<file path="src/rtl/id3tfe_pkg.sv">
// ----------------------------------------------------------------------------
// id3tfe_pkg
// Types, constants and helper functions shared by the ID3v2 text frame
// extractor modules.
// ----------------------------------------------------------------------------
`default_nettype none

package id3tfe_pkg;

  // Width of the tag size counter; a larger syncsafe tag size saturates.
  localparam int TAG_SIZE_BITS = 28;
  localparam int BYTES_LEFT_W  = 28;
  localparam logic [BYTES_LEFT_W-1:0] TAG_SIZE_CAP =
    BYTES_LEFT_W'((64'd1 << TAG_SIZE_BITS) - 64'd1);

  // Depth of the queues on both sides of the parser.
  localparam int QUEUE_DEPTH = 4;
  localparam int QPTR_W      = $clog2(QUEUE_DEPTH);
  localparam int QCNT_W      = $clog2(QUEUE_DEPTH + 1);

  // Tag and frame header geometry.
  localparam logic [3:0] TAG_HDR_LAST   = 4'd9;
  localparam logic [3:0] FRM_HDR_LEN_V3 = 4'd10;
  localparam logic [3:0] FRM_HDR_LEN_V2 = 4'd6;
  localparam logic [BYTES_LEFT_W-1:0] MIN_BYTES_LEFT = BYTES_LEFT_W'(10);
  localparam logic [7:0] VERSION_WIDE = 8'd3;
  localparam logic [7:0] VERSION_SYNC = 8'd4;
  localparam logic [6:0] SYNCSAFE_MASK = 7'h7F;

  // Frame identifiers.
  localparam logic [31:0] ID_TIT2 = 32'h5449_5432;
  localparam logic [31:0] ID_TPE1 = 32'h5450_4531;
  localparam logic [31:0] ID_TALB = 32'h5441_4C42;
  localparam logic [31:0] ID_TT2  = 32'h0054_5432;
  localparam logic [31:0] ID_TP1  = 32'h0054_5031;
  localparam logic [31:0] ID_TAL  = 32'h0054_414C;

  typedef enum logic [2:0] {
    PH_IDLE,
    PH_HEADER,
    PH_FRAME_HDR,
    PH_ENCODING,
    PH_PAYLOAD,
    PH_SKIP,
    PH_DONE
  } phase_t;

  typedef enum logic [1:0] {
    KIND_NONE   = 2'd0,
    KIND_TITLE  = 2'd1,
    KIND_ARTIST = 2'd2,
    KIND_ALBUM  = 2'd3
  } kind_t;

  typedef enum logic [1:0] {
    ST_END_REACHED = 2'd0,
    ST_BAD_MAGIC   = 2'd1,
    ST_PADDING     = 2'd2,
    ST_BAD_SIZE    = 2'd3
  } status_t;

  typedef struct packed {
    logic [7:0] byte_value;
    logic       tag_start;
  } in_word_t;

  typedef struct packed {
    logic [1:0] field_kind;
    logic [7:0] text_byte;
    logic [7:0] text_encoding;
    logic       frame_first;
    logic       frame_last;
    logic       tag_done;
    logic [1:0] end_status;
    logic       found_any;
  } out_word_t;

  // Expected tag magic byte at header positions zero to two ("ID3").
  function automatic logic [7:0] magic_byte(input logic [3:0] idx);
    logic [7:0] m;
    case (idx)
      4'd0:    m = 8'h49;
      4'd1:    m = 8'h44;
      default: m = 8'h33;
    endcase
    return m;
  endfunction

  // Maps a frame identifier to the text field it carries.
  function automatic kind_t lookup_kind(input logic [7:0] ver, input logic [31:0] ident);
    kind_t k;
    k = KIND_NONE;
    if (ver >= VERSION_WIDE) begin
      if (ident == ID_TIT2) k = KIND_TITLE;
      else if (ident == ID_TPE1) k = KIND_ARTIST;
      else if (ident == ID_TALB) k = KIND_ALBUM;
    end else begin
      if (ident == ID_TT2) k = KIND_TITLE;
      else if (ident == ID_TP1) k = KIND_ARTIST;
      else if (ident == ID_TAL) k = KIND_ALBUM;
    end
    return k;
  endfunction

endpackage

`default_nettype wire

</file>
<file path="src/rtl/id3v2_text_frame_extractor_core.sv">
// ----------------------------------------------------------------------------
// id3v2_text_frame_extractor_core
// Walks an ID3v2 tag byte by byte and hands out the text bytes of the title,
// artist and album frames, followed by a done word with the end status.
// ----------------------------------------------------------------------------
//
//   Channel   Handshake          Payload                  Word
//   input     push / full        in_item  (in_word_t)     one tag byte
//   result    pop / empty        out_item (out_word_t)    text byte or done
//
// The parser takes one byte from the input queue per clock cycle while the
// result queue has room, so a steady stream runs at one byte per cycle when
// results are popped as fast. An accepted byte is stored in the input queue;
// the parser forms its result from the queue head and writes it into the
// result queue, from where the word can be popped.
// Reset is synchronous on rst_n and leaves both queues empty and the parser
// idle; the first byte with tag_start set begins a tag.
// The parser stalls only while the result queue is full, and push is refused
// only while the four-word input queue is full.
// ----------------------------------------------------------------------------
`default_nettype none

module id3v2_text_frame_extractor_core (
  input  wire logic                  clk,
  input  wire logic                  rst_n,
  input  wire logic                  push,
  input  wire id3tfe_pkg::in_word_t  in_item,
  output logic                       full,
  output logic                       empty,
  input  wire logic                  pop,
  output id3tfe_pkg::out_word_t      out_item
);
  import id3tfe_pkg::*;

  // The front end: an input queue that takes bytes whenever it has room.
  logic     head_valid;
  in_word_t head_word;
  logic     parse_fire;

  // The back end: the parser and the result queue it writes.
  logic      res_valid;
  out_word_t res_word;
  logic      outq_full;

  // A byte moves into the parser when there is room for whatever result it
  // may cause; a byte that causes no result still needs that room reserved.
  assign parse_fire = head_valid && !outq_full;

  id3tfe_inq u_inq (
    .clk        (clk),
    .rst_n      (rst_n),
    .push       (push),
    .wr_word    (in_item),
    .full       (full),
    .head_valid (head_valid),
    .head_word  (head_word),
    .pop        (parse_fire)
  );

  id3tfe_parser u_parser (
    .clk       (clk),
    .rst_n     (rst_n),
    .fire      (parse_fire),
    .cur_word  (head_word),
    .res_valid (res_valid),
    .res_word  (res_word)
  );

  id3tfe_outq u_outq (
    .clk       (clk),
    .rst_n     (rst_n),
    .push      (res_valid),
    .wr_word   (res_word),
    .full      (outq_full),
    .empty     (empty),
    .head_word (out_item),
    .pop       (pop)
  );

  // A word with no text kind is only ever a done word.
  a_kindless_is_done: assert property (@(posedge clk) disable iff (!rst_n)
    (!empty && out_item.field_kind == KIND_NONE) |-> out_item.tag_done)
    else $error("result word carries neither text nor done");

  // Status and found flag are only meaningful on a done word.
  a_status_only_on_done: assert property (@(posedge clk) disable iff (!rst_n)
    (!empty && !out_item.tag_done) |->
      (out_item.end_status == ST_END_REACHED && !out_item.found_any))
    else $error("end status or found flag set without done");

  // Frame boundary markers belong to text bytes.
  a_marks_need_text: assert property (@(posedge clk) disable iff (!rst_n)
    (!empty && (out_item.frame_first || out_item.frame_last)) |->
      out_item.field_kind != KIND_NONE)
    else $error("frame marker on a word without text");

  // The parser never writes a result into a full result queue.
  a_no_result_overrun: assert property (@(posedge clk) disable iff (!rst_n)
    res_valid |-> !outq_full)
    else $error("result produced while the result queue is full");

endmodule

`default_nettype wire

</file>
<file path="src/rtl/id3tfe_inq.sv">
// ----------------------------------------------------------------------------
// id3tfe_inq
// Short input queue that takes tag bytes and hands them to the parser.
// ----------------------------------------------------------------------------
`default_nettype none

module id3tfe_inq (
  input  wire logic                 clk,
  input  wire logic                 rst_n,
  input  wire logic                 push,
  input  wire id3tfe_pkg::in_word_t wr_word,
  output logic                      full,
  output logic                      head_valid,
  output id3tfe_pkg::in_word_t      head_word,
  input  wire logic                 pop
);
  import id3tfe_pkg::*;

  in_word_t           slot_r [QUEUE_DEPTH];
  logic [QPTR_W-1:0]  wr_ptr_r, wr_ptr_nxt;
  logic [QPTR_W-1:0]  rd_ptr_r, rd_ptr_nxt;
  logic [QCNT_W-1:0]  count_r, count_nxt;
  logic               do_push, do_pop;

  assign full       = (count_r == QCNT_W'(QUEUE_DEPTH));
  assign head_valid = (count_r != '0);
  assign head_word  = slot_r[rd_ptr_r];
  assign do_push    = push && !full;
  assign do_pop     = pop && head_valid;

  always_comb begin
    wr_ptr_nxt = do_push ? wr_ptr_r + 1'b1 : wr_ptr_r;
    rd_ptr_nxt = do_pop ? rd_ptr_r + 1'b1 : rd_ptr_r;
    count_nxt  = count_r;
    if (do_push && !do_pop) count_nxt = count_r + 1'b1;
    else if (do_pop && !do_push) count_nxt = count_r - 1'b1;
  end

  always_ff @(posedge clk) begin
    if (!rst_n) begin
      wr_ptr_r <= '0;
      rd_ptr_r <= '0;
      count_r  <= '0;
    end else begin
      wr_ptr_r <= wr_ptr_nxt;
      rd_ptr_r <= rd_ptr_nxt;
      count_r  <= count_nxt;
    end
  end

  always_ff @(posedge clk) begin
    if (do_push) slot_r[wr_ptr_r] <= wr_word;
  end

endmodule

`default_nettype wire

</file>
<file path="src/rtl/id3tfe_parser.sv">
// ----------------------------------------------------------------------------
// id3tfe_parser
// Tag and frame header walker: updates the parse state by one byte per cycle
// while fire is high and forms at most one result word for that byte.
// ----------------------------------------------------------------------------
`default_nettype none

module id3tfe_parser (
  input  wire logic                  clk,
  input  wire logic                  rst_n,
  input  wire logic                  fire,
  input  wire id3tfe_pkg::in_word_t  cur_word,
  output logic                       res_valid,
  output id3tfe_pkg::out_word_t      res_word
);
  import id3tfe_pkg::*;

  phase_t                  phase_r, phase_nxt;
  logic [3:0]              hdr_idx_r, hdr_idx_nxt;
  logic [BYTES_LEFT_W-1:0] bytes_left_r, bytes_left_nxt;
  logic [7:0]              major_r, major_nxt;
  logic [31:0]             ident_r, ident_nxt;
  logic [31:0]             frame_len_r, frame_len_nxt;
  logic [31:0]             payload_left_r, payload_left_nxt;
  kind_t                   cur_kind_r, cur_kind_nxt;
  logic [7:0]              cur_enc_r, cur_enc_nxt;
  logic                    seen_text_r, seen_text_nxt;

  // Start-of-tag view of the state.
  phase_t                  ph_e;
  logic [3:0]              idx_e;
  logic [BYTES_LEFT_W-1:0] bl_e;
  logic [7:0]              major_e;
  logic [31:0]             ident_e;
  logic [31:0]             len_e;
  logic [31:0]             pl_e;
  kind_t                   kind_e;
  logic [7:0]              enc_e;
  logic                    seen_e;

  logic [BYTES_LEFT_W-1:0] bl_dec;
  logic [31:0]             pl_dec;
  logic [4:0]              idx_inc;
  logic [3:0]              hdr_len;
  logic [7:0]              first_id;
  logic [BYTES_LEFT_W-1:0] size_acc;
  kind_t                   found_kind;
  logic [7:0]              b;

  logic    done;
  status_t status;
  logic    frame_end;
  logic    emit;
  logic    first_flag;
  logic    last_flag;

  assign b = cur_word.byte_value;

  // Next state of the parser.
  always_comb begin
    if (cur_word.tag_start) begin
      ph_e    = PH_HEADER;
      idx_e   = '0;
      bl_e    = '0;
      major_e = '0;
      ident_e = '0;
      len_e   = '0;
      pl_e    = '0;
      kind_e  = KIND_NONE;
      enc_e   = '0;
      seen_e  = 1'b0;
    end else begin
      ph_e    = phase_r;
      idx_e   = hdr_idx_r;
      bl_e    = bytes_left_r;
      major_e = major_r;
      ident_e = ident_r;
      len_e   = frame_len_r;
      pl_e    = payload_left_r;
      kind_e  = cur_kind_r;
      enc_e   = cur_enc_r;
      seen_e  = seen_text_r;
    end

    phase_nxt        = ph_e;
    hdr_idx_nxt      = idx_e;
    bytes_left_nxt   = bl_e;
    major_nxt        = major_e;
    ident_nxt        = ident_e;
    frame_len_nxt    = len_e;
    payload_left_nxt = pl_e;
    cur_kind_nxt     = kind_e;
    cur_enc_nxt      = enc_e;
    seen_text_nxt    = seen_e;

    done       = 1'b0;
    status     = ST_END_REACHED;
    frame_end  = 1'b0;
    emit       = 1'b0;
    first_flag = 1'b0;
    last_flag  = 1'b0;

    bl_dec     = (bl_e != '0) ? bl_e - 1'b1 : bl_e;
    pl_dec     = (pl_e != '0) ? pl_e - 1'b1 : pl_e;
    idx_inc    = {1'b0, idx_e} + 5'd1;
    hdr_len    = (major_e >= VERSION_WIDE) ? FRM_HDR_LEN_V3 : FRM_HDR_LEN_V2;
    size_acc   = bl_e;
    first_id   = '0;
    found_kind = KIND_NONE;

    case (ph_e)
      PH_HEADER: begin
        if (idx_e < 4'd3) begin
          if (b != magic_byte(idx_e)) begin
            done   = 1'b1;
            status = ST_BAD_MAGIC;
          end
        end else if (idx_e == 4'd3) begin
          major_nxt = b;
        end else if (idx_e >= 4'd6) begin
          size_acc = {bl_e[BYTES_LEFT_W-8:0], b[6:0] & SYNCSAFE_MASK};
        end
        bytes_left_nxt = size_acc;
        if (!done) begin
          if (idx_e >= TAG_HDR_LAST) begin
            if (size_acc > TAG_SIZE_CAP) bytes_left_nxt = TAG_SIZE_CAP;
            if (bytes_left_nxt <= MIN_BYTES_LEFT) begin
              done = 1'b1;
            end else begin
              phase_nxt     = PH_FRAME_HDR;
              hdr_idx_nxt   = '0;
              ident_nxt     = '0;
              frame_len_nxt = '0;
            end
          end else begin
            hdr_idx_nxt = idx_inc[3:0];
          end
        end
      end
      PH_FRAME_HDR: begin
        bytes_left_nxt = bl_dec;
        if (major_e >= VERSION_WIDE) begin
          if (idx_e < 4'd4) begin
            ident_nxt = {ident_e[23:0], b};
          end else if (idx_e < 4'd8) begin
            if (major_e == VERSION_SYNC) begin
              frame_len_nxt = {4'b0, len_e[20:0], b[6:0] & SYNCSAFE_MASK};
            end else begin
              frame_len_nxt = {len_e[23:0], b};
            end
          end
          first_id = ident_nxt[31:24];
        end else begin
          if (idx_e < 4'd3) begin
            ident_nxt = {8'b0, ident_e[15:0], b};
          end else if (idx_e < 4'd6) begin
            frame_len_nxt = {8'b0, len_e[15:0], b};
          end
          first_id = ident_nxt[23:16];
        end
        hdr_idx_nxt = idx_inc[3:0];
        if (idx_inc >= {1'b0, hdr_len}) begin
          if (first_id == 8'h00) begin
            done   = 1'b1;
            status = ST_PADDING;
          end else if (frame_len_nxt == '0 ||
                       frame_len_nxt > {{(32-BYTES_LEFT_W){1'b0}}, bl_dec}) begin
            done   = 1'b1;
            status = ST_BAD_SIZE;
          end else begin
            found_kind       = lookup_kind(major_e, ident_nxt);
            cur_kind_nxt     = found_kind;
            payload_left_nxt = frame_len_nxt;
            phase_nxt        = (found_kind != KIND_NONE) ? PH_ENCODING : PH_SKIP;
            hdr_idx_nxt      = '0;
          end
        end
      end
      PH_ENCODING: begin
        bytes_left_nxt   = bl_dec;
        cur_enc_nxt      = b;
        payload_left_nxt = pl_dec;
        phase_nxt        = PH_PAYLOAD;
        frame_end        = (pl_dec == '0);
      end
      PH_PAYLOAD: begin
        bytes_left_nxt   = bl_dec;
        first_flag       = (len_e != '0) && (pl_e == len_e - 32'd1);
        payload_left_nxt = pl_dec;
        emit             = (kind_e != KIND_NONE);
        last_flag        = (pl_dec == '0);
        seen_text_nxt    = 1'b1;
        frame_end        = (pl_dec == '0);
      end
      PH_SKIP: begin
        bytes_left_nxt   = bl_dec;
        payload_left_nxt = pl_dec;
        frame_end        = (pl_dec == '0);
      end
      default: begin
      end
    endcase

    if (frame_end) begin
      cur_kind_nxt = KIND_NONE;
      if (bl_dec <= MIN_BYTES_LEFT) begin
        done   = 1'b1;
        status = ST_END_REACHED;
      end else begin
        phase_nxt     = PH_FRAME_HDR;
        hdr_idx_nxt   = '0;
        ident_nxt     = '0;
        frame_len_nxt = '0;
      end
    end

    if (done) phase_nxt = PH_DONE;
  end

  // Result word for the byte in hand.
  always_comb begin
    res_valid              = fire && (emit || done);
    res_word.field_kind    = emit ? kind_e : KIND_NONE;
    res_word.text_byte     = emit ? b : 8'h00;
    res_word.text_encoding = emit ? enc_e : 8'h00;
    res_word.frame_first   = first_flag;
    res_word.frame_last    = last_flag;
    res_word.tag_done      = done;
    res_word.end_status    = done ? status : ST_END_REACHED;
    res_word.found_any     = done && seen_text_nxt;
  end

  always_ff @(posedge clk) begin
    if (!rst_n) begin
      phase_r        <= PH_IDLE;
      hdr_idx_r      <= '0;
      bytes_left_r   <= '0;
      major_r        <= '0;
      ident_r        <= '0;
      frame_len_r    <= '0;
      payload_left_r <= '0;
      cur_kind_r     <= KIND_NONE;
      cur_enc_r      <= '0;
      seen_text_r    <= 1'b0;
    end else if (fire) begin
      phase_r        <= phase_nxt;
      hdr_idx_r      <= hdr_idx_nxt;
      bytes_left_r   <= bytes_left_nxt;
      major_r        <= major_nxt;
      ident_r        <= ident_nxt;
      frame_len_r    <= frame_len_nxt;
      payload_left_r <= payload_left_nxt;
      cur_kind_r     <= cur_kind_nxt;
      cur_enc_r      <= cur_enc_nxt;
      seen_text_r    <= seen_text_nxt;
    end
  end

endmodule

`default_nettype wire

</file>
<file path="src/rtl/id3tfe_outq.sv">
// ----------------------------------------------------------------------------
// id3tfe_outq
// Short result queue between the parser and the result ports.
// ----------------------------------------------------------------------------
`default_nettype none

module id3tfe_outq (
  input  wire logic                  clk,
  input  wire logic                  rst_n,
  input  wire logic                  push,
  input  wire id3tfe_pkg::out_word_t wr_word,
  output logic                       full,
  output logic                       empty,
  output id3tfe_pkg::out_word_t      head_word,
  input  wire logic                  pop
);
  import id3tfe_pkg::*;

  out_word_t          slot_r [QUEUE_DEPTH];
  logic [QPTR_W-1:0]  wr_ptr_r, wr_ptr_nxt;
  logic [QPTR_W-1:0]  rd_ptr_r, rd_ptr_nxt;
  logic [QCNT_W-1:0]  count_r, count_nxt;
  logic               do_push, do_pop;

  assign full      = (count_r == QCNT_W'(QUEUE_DEPTH));
  assign empty     = (count_r == '0);
  assign head_word = slot_r[rd_ptr_r];
  assign do_push   = push && !full;
  assign do_pop    = pop && !empty;

  always_comb begin
    wr_ptr_nxt = do_push ? wr_ptr_r + 1'b1 : wr_ptr_r;
    rd_ptr_nxt = do_pop ? rd_ptr_r + 1'b1 : rd_ptr_r;
    count_nxt  = count_r;
    if (do_push && !do_pop) count_nxt = count_r + 1'b1;
    else if (do_pop && !do_push) count_nxt = count_r - 1'b1;
  end

  always_ff @(posedge clk) begin
    if (!rst_n) begin
      wr_ptr_r <= '0;
      rd_ptr_r <= '0;
      count_r  <= '0;
    end else begin
      wr_ptr_r <= wr_ptr_nxt;
      rd_ptr_r <= rd_ptr_nxt;
      count_r  <= count_nxt;
    end
  end

  always_ff @(posedge clk) begin
    if (do_push) slot_r[wr_ptr_r] <= wr_word;
  end

endmodule

`default_nettype wire

</file>
<file path="config.mk">
export PLATFORM = sky130hd
export DESIGN_NAME = id3v2_text_frame_extractor_core
export DESIGN_NICKNAME = d
export VERILOG_FILES = /design/src/rtl/id3tfe_pkg.sv /design/src/rtl/id3v2_text_frame_extractor_core.sv /design/src/rtl/id3tfe_inq.sv /design/src/rtl/id3tfe_parser.sv /design/src/rtl/id3tfe_outq.sv
export SDC_FILE = /design/constraint.sdc
export NUM_CORES = 1
export LEC_CHECK = 0
export ABC_AREA = 1
export BUFFER_PORTS_ARGS = -buffer_cell sky130_fd_sc_hd__buf_2
export CORE_MARGIN = 8
export CORE_UTILIZATION = 54
export CTS_CLUSTER_SIZE = 10
export DETAILED_ROUTE_END_ITERATION = 8
export PLACE_DENSITY = 0.7
export SYNTH_ARGS = -nofsm -noshare
export SYNTH_HDL_FRONTEND = slang
export SYNTH_SLANG_ARGS = --single-unit
export TNS_END_PERCENT = 5
</file>
<file path="constraint.sdc">
create_clock -name clk -period 7.1 [get_ports clk]
set_clock_uncertainty 0.05 [all_clocks]
set_input_delay 0.71 -clock clk [delete_from_list [all_inputs] [get_ports clk]]
set_output_delay 0.71 -clock clk [all_outputs]
set_load 0.05 [all_outputs]
</file>
==> reports/qor.csv <==
metric;value;unit
outcome;finished clean;
routed_wirelength;81600;um
fin_crit_sh;91.1;%
clock_latency;0.58;ns
grt_max_degree;83;
grt_use_total;32.9;%
ys_types;57;
hold_buffers;0;
syn-cell-area;22500;sq um
syn-instance-count;3483;
numPortBuffers;38;
fmax;0.155;GHz
cts.sinks;300;
place_hpwl;57500;um
final-hold-violation-count;0;
nNetsFinal;3500;
busiest_layer;met2;
ys_seq_area_share;32.6;%
rsz0062_at_grt;false;
die-area;48400;sq um
slew_viol_final;0;
initial_utilization;54.9;%
io_pins;39;
tns;0;ns
hold_path_depth;1;
post_cts_buffers;0;
start_kind;register;
antenna_found_initial;0;
avgSynthCellArea;6.45;sq um
drive_gt1_share;7.67;%
fillers;3999;
via_per_inst;6.12;
async_flop_share;0;%
cts_tree;built;
tightestPinTransition;1.28;ns
ys_warn_count;0;
cts_max_path_buffers;3;
period_minus_slack;6.47;ns
cp_max_fo;45;
cpMaxStageDelayCell;nor2_4;
worst_hold_path_type;in -> reg;
die-height;220;um
synth_nets;3544;
first_iter_violations;3572;
dr.pass1.iters;6;
grt_use_met3;7.18;%
vias;24500;
cp-end-kind;register;
synth-edff-count;132;
area_growth;7.53;%
drc;0;
grt_remaining_overflow;0;
core_area;40900;sq um
critPathKind;reg -> reg;
max_stage_delay;0.71;ns
cap_violations;0;
mostFrequentLayoutCell;nand2_1;
wl_per_cell;20.4;um
synthFlopType;dfxtp_1;
r2r_cells;27;
critPathArrivalTime;6.86;ns
path_clk_slew;0.05;ns
cp_common_cell;nand2_1;
synthTopCellsByArea;edfxtp_1 18%, nand2_1 18%, dfxtp_1 15%;
grt_util_met1;42.8;%
r2r_setup_slack;0.63;ns
gp_congestion;1.03;
cts_root_buf;clkbuf_16;
diodes;0;
critPathRequiredTime;7.49;ns
setup_viol;0;
rows;74;
synth_area_leader_cell;edfxtp_1;
grt.met2_usage;51.8;%
cts_buffers;39;
yosysTopAreaCellShare;17.6;%
die_x;220;um
grt_pass1_wl;127000;um
grt_pass1_vias;22900;
ant_nets;0;
ys_ff_latch;300;
final_cell_mix;1,051 x nand2_1, 329 x nor2_1, 309 x inv_1;
slew_headroom;14.9;%
htree_levels;2;
[cell usage after synthesis (all sizes together) (3+ instances only)]
| cell | number |
|---|---|
| a221oi | 20 |
| edfxtp | 132 |
| dfxtp | 168 |
| nand3 | 276 |
| o22ai | 89 |
| nor4 | 3 |
| clkinv | 3 |
| a211oi | 10 |
| ha | 46 |
| o21ai | 315 |
| or2 | 5 |
| buf | 88 |
| xor2 | 45 |
| nand2 | 1076 |
| a31oi | 37 |
| clkbuf | 102 |
| nand3b | 8 |
| xnor2 | 11 |
| inv | 332 |
| o22a | 7 |
| o211ai | 40 |
| a21oi | 213 |
| nor2 | 358 |
| nand4 | 39 |
| nor3 | 34 |
| o21bai | 3 |
[final cells by class]
class	instances	area (sq um)	share of cell area, %
Sequential cell	300	7330	30.3
Inverter	335	1260	5.20
Clock inverter	10	115	0.476
Clock buffer	62	1100	4.56
Timing Repair Buffer	105	731	3.02
Multi-Input combinational cell	2658	13000	53.7
Tap cell	532	666	2.75
[per-layer routing]
| metal | up-vias | part of all wire, % |
|---|---|---|
| met3 | 252 | 10 |
| met4 | 0 | 4.7 |
| met1 | 11300 | 40 |
| met5 | - | 0 |
| met2 | 1388 | 44 |
| li1 | 11500 | - |
[flip-flops by register name, indices dropped and copies added, names as in the netlist, named ones only]
signal	count
u_parser.frame_len_r	32
u_parser.ident_r	32
u_parser.phase_r	3
u_outq.slot_r	96
u_inq.count_r	3
u_inq.rd_ptr_r	2
u_outq.count_r	3
u_parser.hdr_idx_r	4
u_parser.bytes_left_r	28
u_inq.wr_ptr_r	2
u_parser.major_r	8
u_parser.payload_left_r	32
u_parser.cur_kind_r	2
u_inq.slot_r	36
u_parser.cur_enc_r	8
u_parser.seen_text_r	1
u_outq.wr_ptr_r	2
u_outq.rd_ptr_r	2
[cells by family (layout without fill, tap and decap cells)]
logic type / count (synthesis) / in the layout / synth area share [%]
AOI/OAI and AO/OA: 749 / 749 / 18.9
xor gates and xnor gates: 56 / 56 / 2.18
adders and majority gates: 48 / 48 / 2.74
buffers and inverters: 525 / 512 / 9.93
DFF: 300 / 300 / 32.6
and+or+nand+nor: 1805 / 1805 / 33.7
[what timing repair did]
item | CTS | global route
endpoints found under the hold margin | 0 | 0
resized for setup | 0 | 1
setup endpoints to repair | 0 | 9
[worst max-delay path, delay by kind of cell, from the launching register on]
family          cells  cell delay [ns]
flops               1             0.42
simple gates       13             2.61
buf+inv             6             1.66
compound gates      7             1.26
fa+ha+maj           1             0.30
[worst paths after layout]
| check | start | end |
|---|---|---|
| setup / recovery | register | u_parser.payload_left_r[9] |
| hold / removal | in_item[7] | u_inq.slot_r[1][7] |
| setup reg to reg | register | u_parser.payload_left_r[9] |
| hold reg to reg | u_outq.rd_ptr_r[1] | u_outq.rd_ptr_r[1] |
[stage by stage]
step           hold WS (ns)  util (%)  area [sq um]  instances  setup slack (ns)
2_1_floorplan         0.386         -         22500       3483              1.37
3_3_place_gp          0.398      56.1         22900       3930             0.770
3_5_place_dp          0.404      56.1         22900       3930             0.660
4_1_cts               0.286      59.0         24200       4002             0.630
5_1_grt               0.295      59.0         24200       4002            0.0907
6_report              0.310      59.0         24200       4002             0.635
Power is left out: the tool's default activity adds up to more than one toggle a clock period on the data nets, which glitch-free logic cannot reach.
